**src/sv/pflr_pkg.sv**
```systemverilog
// Package for the page frame lookup block: field widths, defaults, the
// lookup status struct and the LFSR and residue helpers.
// Depends on nothing; every other file of the block uses it.
`default_nettype none

package pflr_pkg;

  // Field widths of the channels.
  localparam int INDEX_BITS    = 20;
  localparam int SLOT_OUT_BITS = 2;
  localparam int FETCH_BITS    = 13;
  localparam int COUNT_BITS    = 32;

  // Page geometry: PAGE_ELEMENTS is a power of two, so the split is a shift and a mask.
  localparam int PAGE_ELEMENTS = 128;
  localparam int OFFSET_BITS   = $clog2(PAGE_ELEMENTS);

  // Defaults for the top level parameters.
  localparam int FRAME_COUNT_DEF      = 4;
  localparam int PAGE_NUMBER_BITS_DEF = 13;

  // Victim LFSR.
  localparam int              LFSR_BITS = 16;
  localparam logic [LFSR_BITS-1:0] LFSR_SEED = 16'hACE1;

  // Residues modulo a frame count of at most 16 fit in four bits.
  localparam int RES_BITS = 4;

  typedef logic [255:0][RES_BITS-1:0] res_table_t;

  // Status of one lookup, passed from the frame table to the top level.
  typedef struct packed {
    logic hit;
    logic use_victim;
  } lookup_t;

  // One Fibonacci step, taps 16, 14, 13 and 11, shifting right.
  function automatic logic [LFSR_BITS-1:0] lfsr_step(input logic [LFSR_BITS-1:0] v);
    logic fb;
    fb = v[0] ^ v[2] ^ v[3] ^ v[5];
    return {fb, v[LFSR_BITS-1:1]};
  endfunction

  // Table of k mod n for k from 0 to 255, built by counting.
  function automatic res_table_t residue_table(input int n);
    res_table_t          tbl;
    logic [RES_BITS-1:0] r;
    r = '0;
    for (int k = 0; k < 256; k++) begin
      tbl[k] = r;
      r = (r == RES_BITS'(n - 1)) ? '0 : r + RES_BITS'(1);
    end
    return tbl;
  endfunction

  // 256 mod n, taken from the last table entry.
  function automatic logic [RES_BITS-1:0] residue_256(input int n);
    res_table_t tbl;
    tbl = residue_table(n);
    return (tbl[255] == RES_BITS'(n - 1)) ? '0 : tbl[255] + RES_BITS'(1);
  endfunction

  // A 16-bit value modulo n: fold the two bytes, then one more table read.
  // The fold is at most 15 * 15 + 15, so it fits in eight bits.
  function automatic logic [RES_BITS-1:0] residue16(input logic [LFSR_BITS-1:0] v,
                                                    input res_table_t tbl,
                                                    input logic [RES_BITS-1:0] t256);
    logic [RES_BITS-1:0] r_hi;
    logic [RES_BITS-1:0] r_lo;
    logic [7:0]          fold;
    r_hi = tbl[v[15:8]];
    r_lo = tbl[v[7:0]];
    fold = 8'(r_hi) * 8'(t256) + 8'(r_lo);
    return tbl[fold];
  endfunction

endpackage

`default_nettype wire

```
**src/sv/pflr_if.sv**
```systemverilog
// Valid/ready channel interfaces for the request and result words.
// Depends on pflr_pkg for the field widths.
`default_nettype none

interface pflr_req_if;
  logic                           valid;
  logic                           ready;
  logic [pflr_pkg::INDEX_BITS-1:0] element_index;

  modport source (output valid, output element_index, input ready);
  modport sink   (input valid, input element_index, output ready);
endinterface

interface pflr_rsp_if;
  logic                              valid;
  logic                              ready;
  logic [pflr_pkg::SLOT_OUT_BITS-1:0] frame_slot;
  logic [pflr_pkg::OFFSET_BITS-1:0]   page_offset;
  logic                              was_hit;
  logic [pflr_pkg::FETCH_BITS-1:0]    fetch_page;
  logic [pflr_pkg::COUNT_BITS-1:0]    hit_total;
  logic [pflr_pkg::COUNT_BITS-1:0]    fault_total;

  modport source (output valid, output frame_slot, output page_offset, output was_hit,
                  output fetch_page, output hit_total, output fault_total, input ready);
  modport sink   (input valid, input frame_slot, input page_offset, input was_hit,
                  input fetch_page, input hit_total, input fault_total, output ready);
endinterface

`default_nettype wire

```
**src/sv/pflr_frame_table.sv**
```systemverilog
// Frame table: page tags and loaded flags, parallel compare and slot pick.
// Depends on pflr_pkg for the lookup status struct.
`default_nettype none

module pflr_frame_table #(
  parameter int FRAME_COUNT      = pflr_pkg::FRAME_COUNT_DEF,
  parameter int PAGE_NUMBER_BITS = pflr_pkg::PAGE_NUMBER_BITS_DEF,
  localparam int FW              = $clog2(FRAME_COUNT)
) (
  input  wire logic                        clk,
  input  wire logic                        rst,
  input  wire logic                        update,
  input  wire logic [PAGE_NUMBER_BITS-1:0] page,
  input  wire logic [FW-1:0]               victim_slot,
  output pflr_pkg::lookup_t                lookup,
  output logic      [FW-1:0]               slot,
  output logic      [FRAME_COUNT-1:0]      valid_mask
);

  logic [FRAME_COUNT-1:0]      slot_valid;
  logic [PAGE_NUMBER_BITS-1:0] slot_page [FRAME_COUNT];
  logic [FRAME_COUNT-1:0]      match;
  logic [FW-1:0]               match_idx;
  logic [FW-1:0]               empty_idx;
  logic                        full;

  // Only loaded frames take part in the compare.
  always_comb begin
    for (int i = 0; i < FRAME_COUNT; i++) begin
      match[i] = slot_valid[i] && (slot_page[i] == page);
    end
  end

  // Lowest-numbered matching frame and lowest-numbered empty frame.
  always_comb begin
    match_idx = '0;
    empty_idx = '0;
    for (int i = FRAME_COUNT - 1; i >= 0; i--) begin
      if (match[i]) begin
        match_idx = FW'(i);
      end
      if (!slot_valid[i]) begin
        empty_idx = FW'(i);
      end
    end
  end

  assign full              = &slot_valid;
  assign lookup.hit        = |match;
  assign lookup.use_victim = !lookup.hit && full;
  assign valid_mask        = slot_valid;

  always_comb begin
    if (lookup.hit) begin
      slot = match_idx;
    end else if (full) begin
      slot = victim_slot;
    end else begin
      slot = empty_idx;
    end
  end

  // Loaded flags are control state and clear on reset.
  always_ff @(posedge clk) begin
    if (rst) begin
      slot_valid <= '0;
    end else if (update && !lookup.hit) begin
      slot_valid[slot] <= 1'b1;
    end
  end

  // Page tags are only read behind a loaded flag, so they need no reset.
  always_ff @(posedge clk) begin
    if (update && !lookup.hit) begin
      slot_page[slot] <= page;
    end
  end

endmodule

`default_nettype wire

```
**src/sv/pflr_victim_pick.sv**
```systemverilog
// Victim choice: 16-bit LFSR and its residue modulo the frame count.
// Depends on pflr_pkg for the LFSR step and the residue tables.
`default_nettype none

module pflr_victim_pick #(
  parameter int FRAME_COUNT = pflr_pkg::FRAME_COUNT_DEF,
  localparam int FW         = $clog2(FRAME_COUNT)
) (
  input  wire logic          clk,
  input  wire logic          rst,
  input  wire logic          step,
  output logic      [FW-1:0] slot
);

  localparam pflr_pkg::res_table_t RES_TBL = pflr_pkg::residue_table(FRAME_COUNT);
  localparam logic [pflr_pkg::RES_BITS-1:0] RES_256 = pflr_pkg::residue_256(FRAME_COUNT);
  localparam logic [pflr_pkg::RES_BITS-1:0] RES_SEED =
    pflr_pkg::residue16(pflr_pkg::LFSR_SEED, RES_TBL, RES_256);

  logic [pflr_pkg::LFSR_BITS-1:0] lfsr;
  logic [pflr_pkg::LFSR_BITS-1:0] lfsr_next;
  logic [pflr_pkg::RES_BITS-1:0]  res;

  assign lfsr_next = pflr_pkg::lfsr_step(lfsr);

  // The residue is kept a step ahead, so the lookup path sees a register.
  always_ff @(posedge clk) begin
    if (rst) begin
      lfsr <= pflr_pkg::LFSR_SEED;
      res  <= RES_SEED;
    end else if (step) begin
      lfsr <= lfsr_next;
      res  <= pflr_pkg::residue16(lfsr_next, RES_TBL, RES_256);
    end
  end

  assign slot = FW'(res);

endmodule

`default_nettype wire

```
**src/sv/pflr_sat_counter.sv**
```systemverilog
// Saturating event counter with its next value exposed.
// Depends on pflr_pkg for the counter width.
`default_nettype none

module pflr_sat_counter (
  input  wire logic                            clk,
  input  wire logic                            rst,
  input  wire logic                            inc,
  output logic [pflr_pkg::COUNT_BITS-1:0]      count,
  output logic [pflr_pkg::COUNT_BITS-1:0]      count_next
);

  // Hold at all ones once reached.
  always_comb begin
    if (inc && (count != '1)) begin
      count_next = count + pflr_pkg::COUNT_BITS'(1);
    end else begin
      count_next = count;
    end
  end

  always_ff @(posedge clk) begin
    if (rst) begin
      count <= '0;
    end else begin
      count <= count_next;
    end
  end

endmodule

`default_nettype wire

```
**src/sv/page_frame_lookup_random_replace.sv**
```systemverilog
// Top level of the page frame lookup with random replacement.
// Depends on pflr_pkg, pflr_if, pflr_frame_table, pflr_victim_pick and pflr_sat_counter.
//
//   channel | direction | word fields
//   --------+-----------+----------------------------------------------------------
//   req     | in        | element_index
//   rsp     | out       | frame_slot, page_offset, was_hit, fetch_page,
//           |           | hit_total, fault_total
//
// A word is registered on entry and its result word in the result register after it;
// one word is accepted every cycle unless a result word is not taken.
// The frame compare, slot pick and counter update happen between those two registers.
// Reset is synchronous and clears the loaded flags, counters, LFSR and both valids.
// When a result word is not taken and the entry register is full, the entry register
// holds and req.ready falls.
`default_nettype none

module page_frame_lookup_random_replace #(
  parameter int FRAME_COUNT      = pflr_pkg::FRAME_COUNT_DEF,
  parameter int PAGE_NUMBER_BITS = pflr_pkg::PAGE_NUMBER_BITS_DEF
) (
  input wire logic   clk,
  input wire logic   rst,
  pflr_req_if.sink   req,
  pflr_rsp_if.source rsp
);

  localparam int FW = $clog2(FRAME_COUNT);

  logic                              s1_valid;
  logic [pflr_pkg::INDEX_BITS-1:0]   s1_index;
  logic                              advance;
  logic                              take_in;
  logic [PAGE_NUMBER_BITS-1:0]       page;
  logic [pflr_pkg::OFFSET_BITS-1:0]  offset;
  pflr_pkg::lookup_t                 lookup;
  logic [FW-1:0]                     slot;
  logic [FW-1:0]                     victim_slot;
  logic [FRAME_COUNT-1:0]            valid_mask;
  logic [pflr_pkg::COUNT_BITS-1:0]   hit_count;
  logic [pflr_pkg::COUNT_BITS-1:0]   hit_count_next;
  logic [pflr_pkg::COUNT_BITS-1:0]   fault_count;
  logic [pflr_pkg::COUNT_BITS-1:0]   fault_count_next;

  logic                              out_valid;
  logic [pflr_pkg::SLOT_OUT_BITS-1:0] out_slot;
  logic [pflr_pkg::OFFSET_BITS-1:0]  out_offset;
  logic                              out_hit;
  logic [pflr_pkg::FETCH_BITS-1:0]   out_fetch;
  logic [pflr_pkg::COUNT_BITS-1:0]   out_hits;
  logic [pflr_pkg::COUNT_BITS-1:0]   out_faults;

  // Handshake: the entry word moves on whenever the result register is free.
  assign advance   = s1_valid && (!out_valid || rsp.ready);
  assign req.ready = !s1_valid || advance;
  assign take_in   = req.valid && req.ready;

  // Entry register.
  always_ff @(posedge clk) begin
    if (rst) begin
      s1_valid <= 1'b0;
    end else if (take_in) begin
      s1_valid <= 1'b1;
    end else if (advance) begin
      s1_valid <= 1'b0;
    end
  end

  always_ff @(posedge clk) begin
    if (take_in) begin
      s1_index <= req.element_index;
    end
  end

  // Split the index into page number and offset within the page.
  assign page   = PAGE_NUMBER_BITS'(s1_index >> pflr_pkg::OFFSET_BITS);
  assign offset = s1_index[pflr_pkg::OFFSET_BITS-1:0];

  pflr_frame_table #(
    .FRAME_COUNT      (FRAME_COUNT),
    .PAGE_NUMBER_BITS (PAGE_NUMBER_BITS)
  ) u_table (
    .clk         (clk),
    .rst         (rst),
    .update      (advance),
    .page        (page),
    .victim_slot (victim_slot),
    .lookup      (lookup),
    .slot        (slot),
    .valid_mask  (valid_mask)
  );

  pflr_victim_pick #(
    .FRAME_COUNT (FRAME_COUNT)
  ) u_victim (
    .clk  (clk),
    .rst  (rst),
    .step (advance && lookup.use_victim),
    .slot (victim_slot)
  );

  pflr_sat_counter u_hits (
    .clk        (clk),
    .rst        (rst),
    .inc        (advance && lookup.hit),
    .count      (hit_count),
    .count_next (hit_count_next)
  );

  pflr_sat_counter u_faults (
    .clk        (clk),
    .rst        (rst),
    .inc        (advance && !lookup.hit),
    .count      (fault_count),
    .count_next (fault_count_next)
  );

  // Result register.
  always_ff @(posedge clk) begin
    if (rst) begin
      out_valid <= 1'b0;
    end else if (advance) begin
      out_valid <= 1'b1;
    end else if (rsp.ready) begin
      out_valid <= 1'b0;
    end
  end

  always_ff @(posedge clk) begin
    if (advance) begin
      out_slot   <= pflr_pkg::SLOT_OUT_BITS'(slot);
      out_offset <= offset;
      out_hit    <= lookup.hit;
      out_fetch  <= lookup.hit ? '0 : pflr_pkg::FETCH_BITS'(page);
      out_hits   <= hit_count_next;
      out_faults <= fault_count_next;
    end
  end

  assign rsp.valid       = out_valid;
  assign rsp.frame_slot  = out_slot;
  assign rsp.page_offset = out_offset;
  assign rsp.was_hit     = out_hit;
  assign rsp.fetch_page  = out_fetch;
  assign rsp.hit_total   = out_hits;
  assign rsp.fault_total = out_faults;

  // Checks on the block's own logic.
  a_hit_no_fetch : assert property (@(posedge clk) disable iff (rst)
    rsp.valid && rsp.was_hit |-> rsp.fetch_page == '0)
    else $error("fetch page is not zero on a hit");

  a_frames_stay_loaded : assert property (@(posedge clk) disable iff (rst)
    1'b1 |=> (valid_mask & $past(valid_mask)) == $past(valid_mask))
    else $error("a loaded frame lost its flag without reset");

  a_hits_monotonic : assert property (@(posedge clk) disable iff (rst)
    1'b1 |=> hit_count >= $past(hit_count))
    else $error("hit counter went down");

  a_faults_monotonic : assert property (@(posedge clk) disable iff (rst)
    1'b1 |=> fault_count >= $past(fault_count))
    else $error("fault counter went down");

  a_stall_cause : assert property (@(posedge clk) disable iff (rst)
    !req.ready |-> s1_valid && out_valid && !rsp.ready)
    else $error("request side stalled without a blocked result");

endmodule

`default_nettype wire
```
**src/flat_wrapper.sv**
```systemverilog
// flat-port wrapper written by rule: the top's interface ports become plain ports
module page_frame_lookup_random_replace_flat 
#(
  parameter int FRAME_COUNT      = pflr_pkg::FRAME_COUNT_DEF,
  parameter int PAGE_NUMBER_BITS = pflr_pkg::PAGE_NUMBER_BITS_DEF
)
  (clk, rst, req_valid, req_element_index, req_ready, rsp_valid, rsp_frame_slot, rsp_page_offset, rsp_was_hit, rsp_fetch_page, rsp_hit_total, rsp_fault_total, rsp_ready);
  pflr_req_if req_i ();
  pflr_rsp_if rsp_i ();
  input wire logic clk;
  input wire logic rst;
  input wire logic [$bits(req_i.valid)-1:0] req_valid;
  input wire logic [$bits(req_i.element_index)-1:0] req_element_index;
  output wire logic [$bits(req_i.ready)-1:0] req_ready;
  output wire logic [$bits(rsp_i.valid)-1:0] rsp_valid;
  output wire logic [$bits(rsp_i.frame_slot)-1:0] rsp_frame_slot;
  output wire logic [$bits(rsp_i.page_offset)-1:0] rsp_page_offset;
  output wire logic [$bits(rsp_i.was_hit)-1:0] rsp_was_hit;
  output wire logic [$bits(rsp_i.fetch_page)-1:0] rsp_fetch_page;
  output wire logic [$bits(rsp_i.hit_total)-1:0] rsp_hit_total;
  output wire logic [$bits(rsp_i.fault_total)-1:0] rsp_fault_total;
  input wire logic [$bits(rsp_i.ready)-1:0] rsp_ready;
  assign req_i.valid = req_valid;
  assign req_i.element_index = req_element_index;
  assign req_ready = req_i.ready;
  assign rsp_valid = rsp_i.valid;
  assign rsp_frame_slot = rsp_i.frame_slot;
  assign rsp_page_offset = rsp_i.page_offset;
  assign rsp_was_hit = rsp_i.was_hit;
  assign rsp_fetch_page = rsp_i.fetch_page;
  assign rsp_hit_total = rsp_i.hit_total;
  assign rsp_fault_total = rsp_i.fault_total;
  assign rsp_i.ready = rsp_ready;
  page_frame_lookup_random_replace #(.FRAME_COUNT(FRAME_COUNT), .PAGE_NUMBER_BITS(PAGE_NUMBER_BITS)) u_core (.clk(clk), .rst(rst), .req(req_i), .rsp(rsp_i));
endmodule
```
**config.mk**
```make
export PLATFORM = sky130hd
export DESIGN_NAME = page_frame_lookup_random_replace_flat
export DESIGN_NICKNAME = d
export VERILOG_FILES = /design/src/sv/pflr_pkg.sv /design/src/sv/pflr_if.sv /design/src/sv/pflr_frame_table.sv /design/src/sv/pflr_victim_pick.sv /design/src/sv/pflr_sat_counter.sv /design/src/sv/page_frame_lookup_random_replace.sv /design/src/flat_wrapper.sv
export SDC_FILE = /design/constraint.sdc
export NUM_CORES = 1
export LEC_CHECK = 0
export ABC_AREA = 1
export BUFFER_PORTS_ARGS = -buffer_cell sky130_fd_sc_hd__buf_2
export CAP_MARGIN = 20
export CORE_AREA = 2 2 145 147
export DETAILED_ROUTE_END_ITERATION = 16
export DIE_AREA = 0 0 147 149
export PLACE_DENSITY = 0.8
export RECOVER_POWER = 25
export SYNTH_ARGS = -nofsm -noshare
export SYNTH_HDL_FRONTEND = slang
export SYNTH_SLANG_ARGS = --single-unit
```
**constraint.sdc**
```tcl
create_clock -name clk -period 9.9 [get_ports clk]
set_clock_uncertainty 0.1 [all_clocks]
set_input_delay 1.98 -clock clk [delete_from_list [all_inputs] [get_ports clk]]
set_output_delay 1.98 -clock clk [all_outputs]
set_load 0.1 [all_outputs]
```
==> summary.md, run 1 <==
| Metric | Value |
|---|---|
| Final TNS setup | 0 ns |
| Number of global-route vias before repair | 9351 |
| Worst Path Arrival | 5.87 ns |
| Critical path origin | rst |
| Syn Inst Count | 1475 |
| Grt ovf | 0 |
| Hold_buf cts | 0 |
| Unrepaired setup endpoints after global routing | no |
| Syn-to-layout area delta | 13.9% |
| Ys flop type | edfxtp_1 |
| CP Class | input pin to flop |
| Pleak | 0.00606 uW |
| Clock transition at path regs | 0.06 ns |
| Main area contributors after synthesis | edfxtp_1 40%, nand2_1 16%, dfxtp_1 15%, nor2_1 5.7%, inv_1 4.8% |
| Antenna violations before repair | 1 |
| Port buffer count | 112 |
| Nets@finish | 1612 |
| CP endpoint kind | flop |
| Ports | 113 |
| Syn_area_per_cell | 8.17 sq um |
| WP data required | 10.19 ns |
| Post-synthesis cell type count | 37 |
| Initial cell density of the core | 58.6% |
| Seq/Total Area, Yosys | 54.6% |
| Clock latency on the worst-skew pair | 0.53 ns |
| Hpwl dp | 20000 um |
| Status | finished with violations |
| First-pass GRT wire length | 46300 um |
| R2r setup slk | 5.71 ns |
| Clk buf depth | 3 |
| Worst slew margin | -141% |
| Die ar. | 21900 sq um |
| Core area | 20600 sq um |
| Avg WL per Cell | 15.3 um |
| Number of hold violations in the final report | 0 |
| Via count | 9995 |
| Net count after synthesis | 1501 |
| CP max FO | 77 |
| Leading area contributor after synthesis | edfxtp_1 |
| Pwr Total | 2450 uW |
| Fmax | 179 MHz |
| Top cells by count, synth | 524 x nand2_1, 184 x nor2_1, 159 x edfxtp_1 |
| Pin count of the biggest net entering global routing | 84 |
| Post-route DRC | 0 |
| Final Critical Period | 5.59 ns |
| Worst IR Drop VDD | 166 uV |
| Via density | 5.31 |
| Final setup fails | 0 |
| Htree depth | 1 |
| Num CTS Buffers | 26 |
| Initial DRC count | 793 |
| Cell Rows | 53 |
| Post-Syn Area | 12100 sq um |
| PostCTS Resize Cnt | 0 |
| Synth warn | 0 |
| GPL Wtd Cong | 0.949 |
| Clock Root Buffer | clkbuf_16 |
| Count leader, synth | nand2_1 |
| Antenna-violating nets left | 0 |
| Worst-Margin Slew | 3.62 ns |
| Worst setup SP type | input pin |
| Max-cap violations | 1 |
| Vert. Die Dim | 149 um |
| Clock sinks | 249 |
| Final Cycle Share | 56.4% |
| Post-CTS Setup Bufs | 0 |
| CTS tree | yes |
| Die Span X | 147 um |
| Share of cells above drive strength 1 | 12.1% |
| Pwr/cell area | 178 nW/um^2 |
| Worst reg2reg path startpoint | u_core.s1_index[13]$_DFFE_PP_ |
| Ant diodes | 0 |
| Top-area cell type share of the netlist area | 39.6% |
| Post-synth EDFFs | 159 |
| Path depth of the worst reg2reg path | 11 |
| Crit Reg-Reg Endpoint | u_core.u_table.slot_page[0][1]$_DFFE_PP_ |
| Flops & latches, synth | 249 |
| Share of flip-flops with an asynchronous set or reset | 0% |
| Hold crit path type | flop to flop |
| First-pass detailed-route iteration total | 7 |
| Final WL | 28700 um |
| Violated checks | capacitance limit, slew limit |
| Fin. max-slew vios | 78 |
| Total GRT Usage | 26.3% |
## final cells by class
cell class	count	area, sq um
tap	275	344
inverter	173	654
timing repair buffer	115	579
clock buffer	27	676
multi-input combinational	1021	4620
sequential	249	6580
fill	1775	6830
clock inverter	21	274
## cell families (layout without fill, tap and decap cells)
| logic type | after synthesis | count (layout) | share of synthesized area, % |
|---|---|---|---|
| AO/OA/AOI/OAI | 85 | 85 | 3.69 |
| buffers and inverters | 205 | 336 | 6.90 |
| AND/OR/NAND/NOR | 881 | 881 | 30.8 |
| XOR/XNOR | 53 | 53 | 3.85 |
| adder cells (fa/ha/maj) | 2 | 2 | 0.208 |
| flip-flops | 249 | 249 | 54.6 |
## metrics by stage
step | cell area (sq um) | setup slack [ns] | util (%) | hold slack, ns | instances
global route | 13700 | 3.90 | 66.8 | 0.323 | 1881
CTS | 13800 | 5.16 | 66.9 | 0.316 | 1881
detailed placement | 12800 | 4.74 | 62.3 | 0.305 | 1833
finish | 13700 | 4.31 | 66.8 | 0.315 | 1881
global placement | 12800 | 4.77 | 62.3 | 0.302 | 1833
floorplan | 12100 | 4.19 | - | 0.300 | 1475
## layer usage
metal  share of wire [%]  routed length (um)  track usage (%)
met5               0.056                  16                0
met4                 3.0                 876             8.46
met3                 7.5                2150             4.07
met2                  46               13300             44.4
met1                  43               12400             35.4
## sequential cells by signal, summed over array words and instances (netlist names), 2 cells and up, named ones only
register	cells
u_core.rsp.hit_total	32
u_core.rsp.fetch_page	13
u_core.rsp.page_offset	7
u_core.s1_index	20
u_core.u_victim.lfsr	16
u_core.rsp.frame_slot	2
u_core.u_hits.count	32
u_core.u_table.slot_page	52
u_core.u_faults.count	32
u_core.u_victim.res	2
u_core.rsp.fault_total	32
u_core.u_table.valid_mask	4
## power by group
group	internal [uW]	switching, uW
clock	655	409
combinational	32.8	196
sequential	1130	20.3
## worst min path at each step
stage | to | from | depth (start not counted) | slack, ns
final | u_core.rsp.page_offset[0]$_DFFE_PP_ | u_core.s1_index[0]$_DFFE_PP_ | 0 | 0.32
after global routing | u_core.rsp.page_offset[4]$_DFFE_PP_ | u_core.s1_index[4]$_DFFE_PP_ | 0 | 0.32
after CTS | u_core.rsp.page_offset[0]$_DFFE_PP_ | u_core.s1_index[0]$_DFFE_PP_ | 0 | 0.32
after detailed placement | u_core.rsp.page_offset[5]$_DFFE_PP_ | u_core.s1_index[5]$_DFFE_PP_ | 0 | 0.30
after global placement | u_core.rsp.page_offset[6]$_DFFE_PP_ | u_core.s1_index[6]$_DFFE_PP_ | 0 | 0.30
after floorplan | u_core.rsp.page_offset[0]$_DFFE_PP_ | u_core.s1_index[0]$_DFFE_PP_ | 0 | 0.30
## critical path, cell delays in order
cell and delay (ns):
buf_2 0.07, clkbuf_1 2.53, inv_1 0.90, o21ai_0 0.29, a21oi_1 0.09
## placed cells by master, fill, tap and decap left out, drive strengths merged
cell,synthesis,final
nand2,531,531
xor2,31,31
nor3,35,35
a21oi,70,70
o21bai,2,2
edfxtp,159,159
xnor2,22,22
clkinvlp,0,3
nand3,67,67
nand3b,5,5
nor2,187,187
ha,2,2
nor4,3,3
bufinv,0,6
buf,18,114
inv,170,172
o211ai,4,4
dfxtp,90,90
o21ai,9,9
clkbuf,14,28
nand4,52,52
clkinv,3,13
nor3b,1,1
Power figures use the tool's default switching activity.
==> run 2: changes to the inputs <==
- ABC_AREA: 1 -> 0
- CORE_AREA: 2 2 145 147 -> 2 2 137 139
- DIE_AREA: 0 0 147 149 -> 0 0 139 141
- PLACE_DENSITY: 0.8 -> 0.78
- clock period: 9.9 -> 5.15 ns (I/O delays scaled with it)
==> summary.md, run 2 <==
| Metric | Value |
|---|---|
| Status | finished with violations |
| Violated checks | capacitance limit, slew limit |
| Share of flip-flops with an asynchronous set or reset | 0% |
| PostCTS Resize Cnt | 0 |
| Post-synth EDFFs | 159 |
| Die Span X | 139 um |
| Avg WL per Cell | 17.1 um |
| Ports | 113 |
| Worst slew margin | -42.7% |
| Antenna-violating nets left | 0 |
| Critical path origin | u_core.u_faults.count[3]$_SDFF_PP0_ |
| Ant diodes | 0 |
| Cell Rows | 50 |
| Die ar. | 19600 sq um |
| Unrepaired setup endpoints after global routing | no |
| Sequential power share | 51.1% |
| Clk buf depth | 3 |
| Leading area contributor after synthesis | edfxtp_1 |
| Clock latency on the worst-skew pair | 0.52 ns |
| Initial cell density of the core | 56.8% |
| Post-Syn Area | 10400 sq um |
| Syn-to-layout area delta | 13.9% |
| Crit-path slowest cell | a41o_1 |
| First-pass GRT wire length | 31400 um |
| Fin. max-slew vios | 108 |
| Pleak | 0.00426 uW |
| Vert. Die Dim | 141 um |
| CP max stage delay | 0.76 ns |
| Port buffer count | 112 |
| CP Class | flop to flop |
| Top-area cell type share of the netlist area | 46.0% |
| Pwr/cell area | 367 nW/um^2 |
| Initial DRC count | 413 |
| Total GRT Usage | 19.8% |
| Core area | 18300 sq um |
| Number of global-route vias before repair | 5920 |
| CP Depth | 7 |
| Share of cells above drive strength 1 | 21.0% |
| CP max FO | 22 |
| Hold_buf cts | 0 |
| Top cells by count, synth | 159 x edfxtp_1, 90 x dfxtp_1, 70 x xnor2_1 |
| Clock power frac | 40.0% |
| Hpwl dp | 12600 um |
| CP Cell Sequence | and4_1 -> nand4_2 -> nor4_4 -> a41o_1 -> or2_1 -> or3_1 -> mux2_1 |
| Ys flop type | edfxtp_1 |
| Worst Path Arrival | 3.60 ns |
| Internal power | 3260 uW |
| Final WL | 19800 um |
| Antenna violations before repair | 0 |
| Worst setup SP type | flop |
| Core Util, Final | 64.7% |
| Comb power frac | 8.9% |
| R2r setup slk | 1.84 ns |
| Buf+Inv Stages, Crit Path | 0 |
| Final Critical Period | 3.31 ns |
| Max-cap violations | 1 |
| Clock sinks | 249 |
| Fmax | 303 MHz |
| Final TNS setup | 0 ns |
| Most common cell after layout, fill and taps aside | edfxtp_1 |
| Psw | 1080 uW |
| Clock transition at path regs | 0.06 ns |
| Worst-Margin Slew | 2.14 ns |
| Nets@finish | 932 |
| Number of flip-flops in the largest register | 52 |
| Number of hold violations in the final report | 0 |
| Critical path's top delay family | simple AND/OR/NAND/NOR gates |
| Via density | 5.52 |
| Clock Root Buffer | clkbuf_16 |
| Worst reg2reg path startpoint | u_core.u_faults.count[3]$_SDFF_PP0_ |
| Reg with most FFs | u_core.u_table.slot_page |
| Net count after synthesis | 827 |
| Htree depth | 1 |
| Seq/Total Area, Yosys | 63.4% |
| Post-CTS Setup Bufs | 0 |
| Final WS setup | 1.84 ns |
| Final Cycle Share | 64.2% |
| CP endpoint kind | flop |
| WP data required | 5.44 ns |
| Main area contributors after synthesis | edfxtp_1 46%, dfxtp_1 17%, xnor2_1 5.9%, nor2b_1 4.0%, xor2_1 3.2% |
| Flops & latches, synth | 249 |
| Final setup fails | 0 |
| Crit Reg-Reg Endpoint | u_core.u_faults.count[19]$_SDFF_PP0_ |
| Worst IR Drop VDD | 348 uV |
| Hold crit path type | flop to flop |
| Syn_area_per_cell | 12.9 sq um |
| Synth warn | 0 |
| Commonest cells after routing, fill and taps aside | 159 x edfxtp_1, 111 x buf_2, 90 x dfxtp_1 |
| Sw Share | 24.8% |
| CTS tree | yes |
| GPL Wtd Cong | 0.835 |
| First-pass detailed-route iteration total | 5 |
| Grt ovf | 0 |
| Post-synthesis cell type count | 52 |
| Pin count of the biggest net entering global routing | 108 |
| Via count | 6382 |
| Num CTS Buffers | 24 |
| Syn Inst Count | 801 |
| CP Capture Point | u_core.u_faults.count[19]$_SDFF_PP0_ |
| Post-route DRC | 0 |
| Path depth of the worst reg2reg path | 7 |
| Count leader, synth | edfxtp_1 |
| Dpl ws | 1.37 ns |
## run 2: cell families (layout without fill, tap and decap cells)
| kind of cell | after synthesis | after routing | share of synthesized area (%) |
|---|---|---|---|
| flops | 249 | 249 | 63.4 |
| compound gates | 21 | 21 | 1.22 |
| simple gates | 339 | 339 | 19.5 |
| buf+inv | 52 | 174 | 2.88 |
| xor+xnor | 117 | 117 | 10.5 |
| fa+ha+maj | 2 | 2 | 0.241 |
| mux | 21 | 21 | 2.17 |
## run 2: cell type report
| class | instances | area [sq um] |
|---|---|---|
| well taps | 234 | 293 |
| inverters | 10 | 40.0 |
| clock buffers | 29 | 671 |
| fillers | 1350 | 6450 |
| multi-input cells | 500 | 3490 |
| clock inverters | 14 | 115 |
| repair buffers | 121 | 624 |
| flip-flops and latches | 249 | 6580 |
## run 2: metrics by stage
stage / instances / area, sq um / hold slack (ns) / power [uW]
2_1_floorplan: 801 / 10400 / 0.300 / 2580
3_3_place_gp: 1111 / 11000 / 0.301 / 2640
3_5_place_dp: 1111 / 11000 / 0.308 / 2640
4_1_cts: 1154 / 11800 / 0.324 / 4370
5_1_grt: 1157 / 11800 / 0.334 / 4470
6_report: 1157 / 11800 / 0.321 / 4340
## run 2: power groups by stage
stage	combinational, uW	clock, uW	sequential [uW]
global route	401	1850	2220
finish	386	1730	2220
detailed placement	385	0	2260
floorplan	104	0	2480
CTS	386	1770	2220
global placement	380	0	2260
## run 2: per-layer routing
| layer | part of all wire [%] | global-route usage [%] | up-vias | routed length, um |
|---|---|---|---|---|
| met5 | 0 | 0 | - | 0 |
| li1 | - | - | 3084 | - |
| met1 | 44 | 27.5 | 3090 | 8680 |
| met3 | 5.6 | 2.92 | 20 | 1110 |
| met2 | 49 | 33.3 | 188 | 9740 |
| met4 | 1.4 | 4.47 | 0 | 284 |
## run 2: how the worst min path moves through the flow
stage | start | slack [ns] | endpoint | cells past startpoint
final | u_core.s1_index[3]$_DFFE_PP_ | 0.32 | u_core.rsp.page_offset[3]$_DFFE_PP_ | 0
after global routing | u_core.s1_index[1]$_DFFE_PP_ | 0.33 | u_core.rsp.page_offset[1]$_DFFE_PP_ | 0
after CTS | u_core.s1_index[3]$_DFFE_PP_ | 0.32 | u_core.rsp.page_offset[3]$_DFFE_PP_ | 0
after detailed placement | u_core.s1_index[3]$_DFFE_PP_ | 0.31 | u_core.rsp.page_offset[3]$_DFFE_PP_ | 0
after global placement | u_core.s1_index[1]$_DFFE_PP_ | 0.30 | u_core.rsp.page_offset[1]$_DFFE_PP_ | 0
after floorplan | u_core.s1_index[0]$_DFFE_PP_ | 0.30 | u_core.rsp.page_offset[0]$_DFFE_PP_ | 0
## run 2: worst register-to-register path, stage by stage, from the launching register on
cell     delay [ns]
dfxtp_1        0.42
and4_1         0.32
nand4_2        0.23
nor4_4         0.44
a41o_1         0.76
or2_1          0.38
or3_1          0.21
mux2_1         0.33
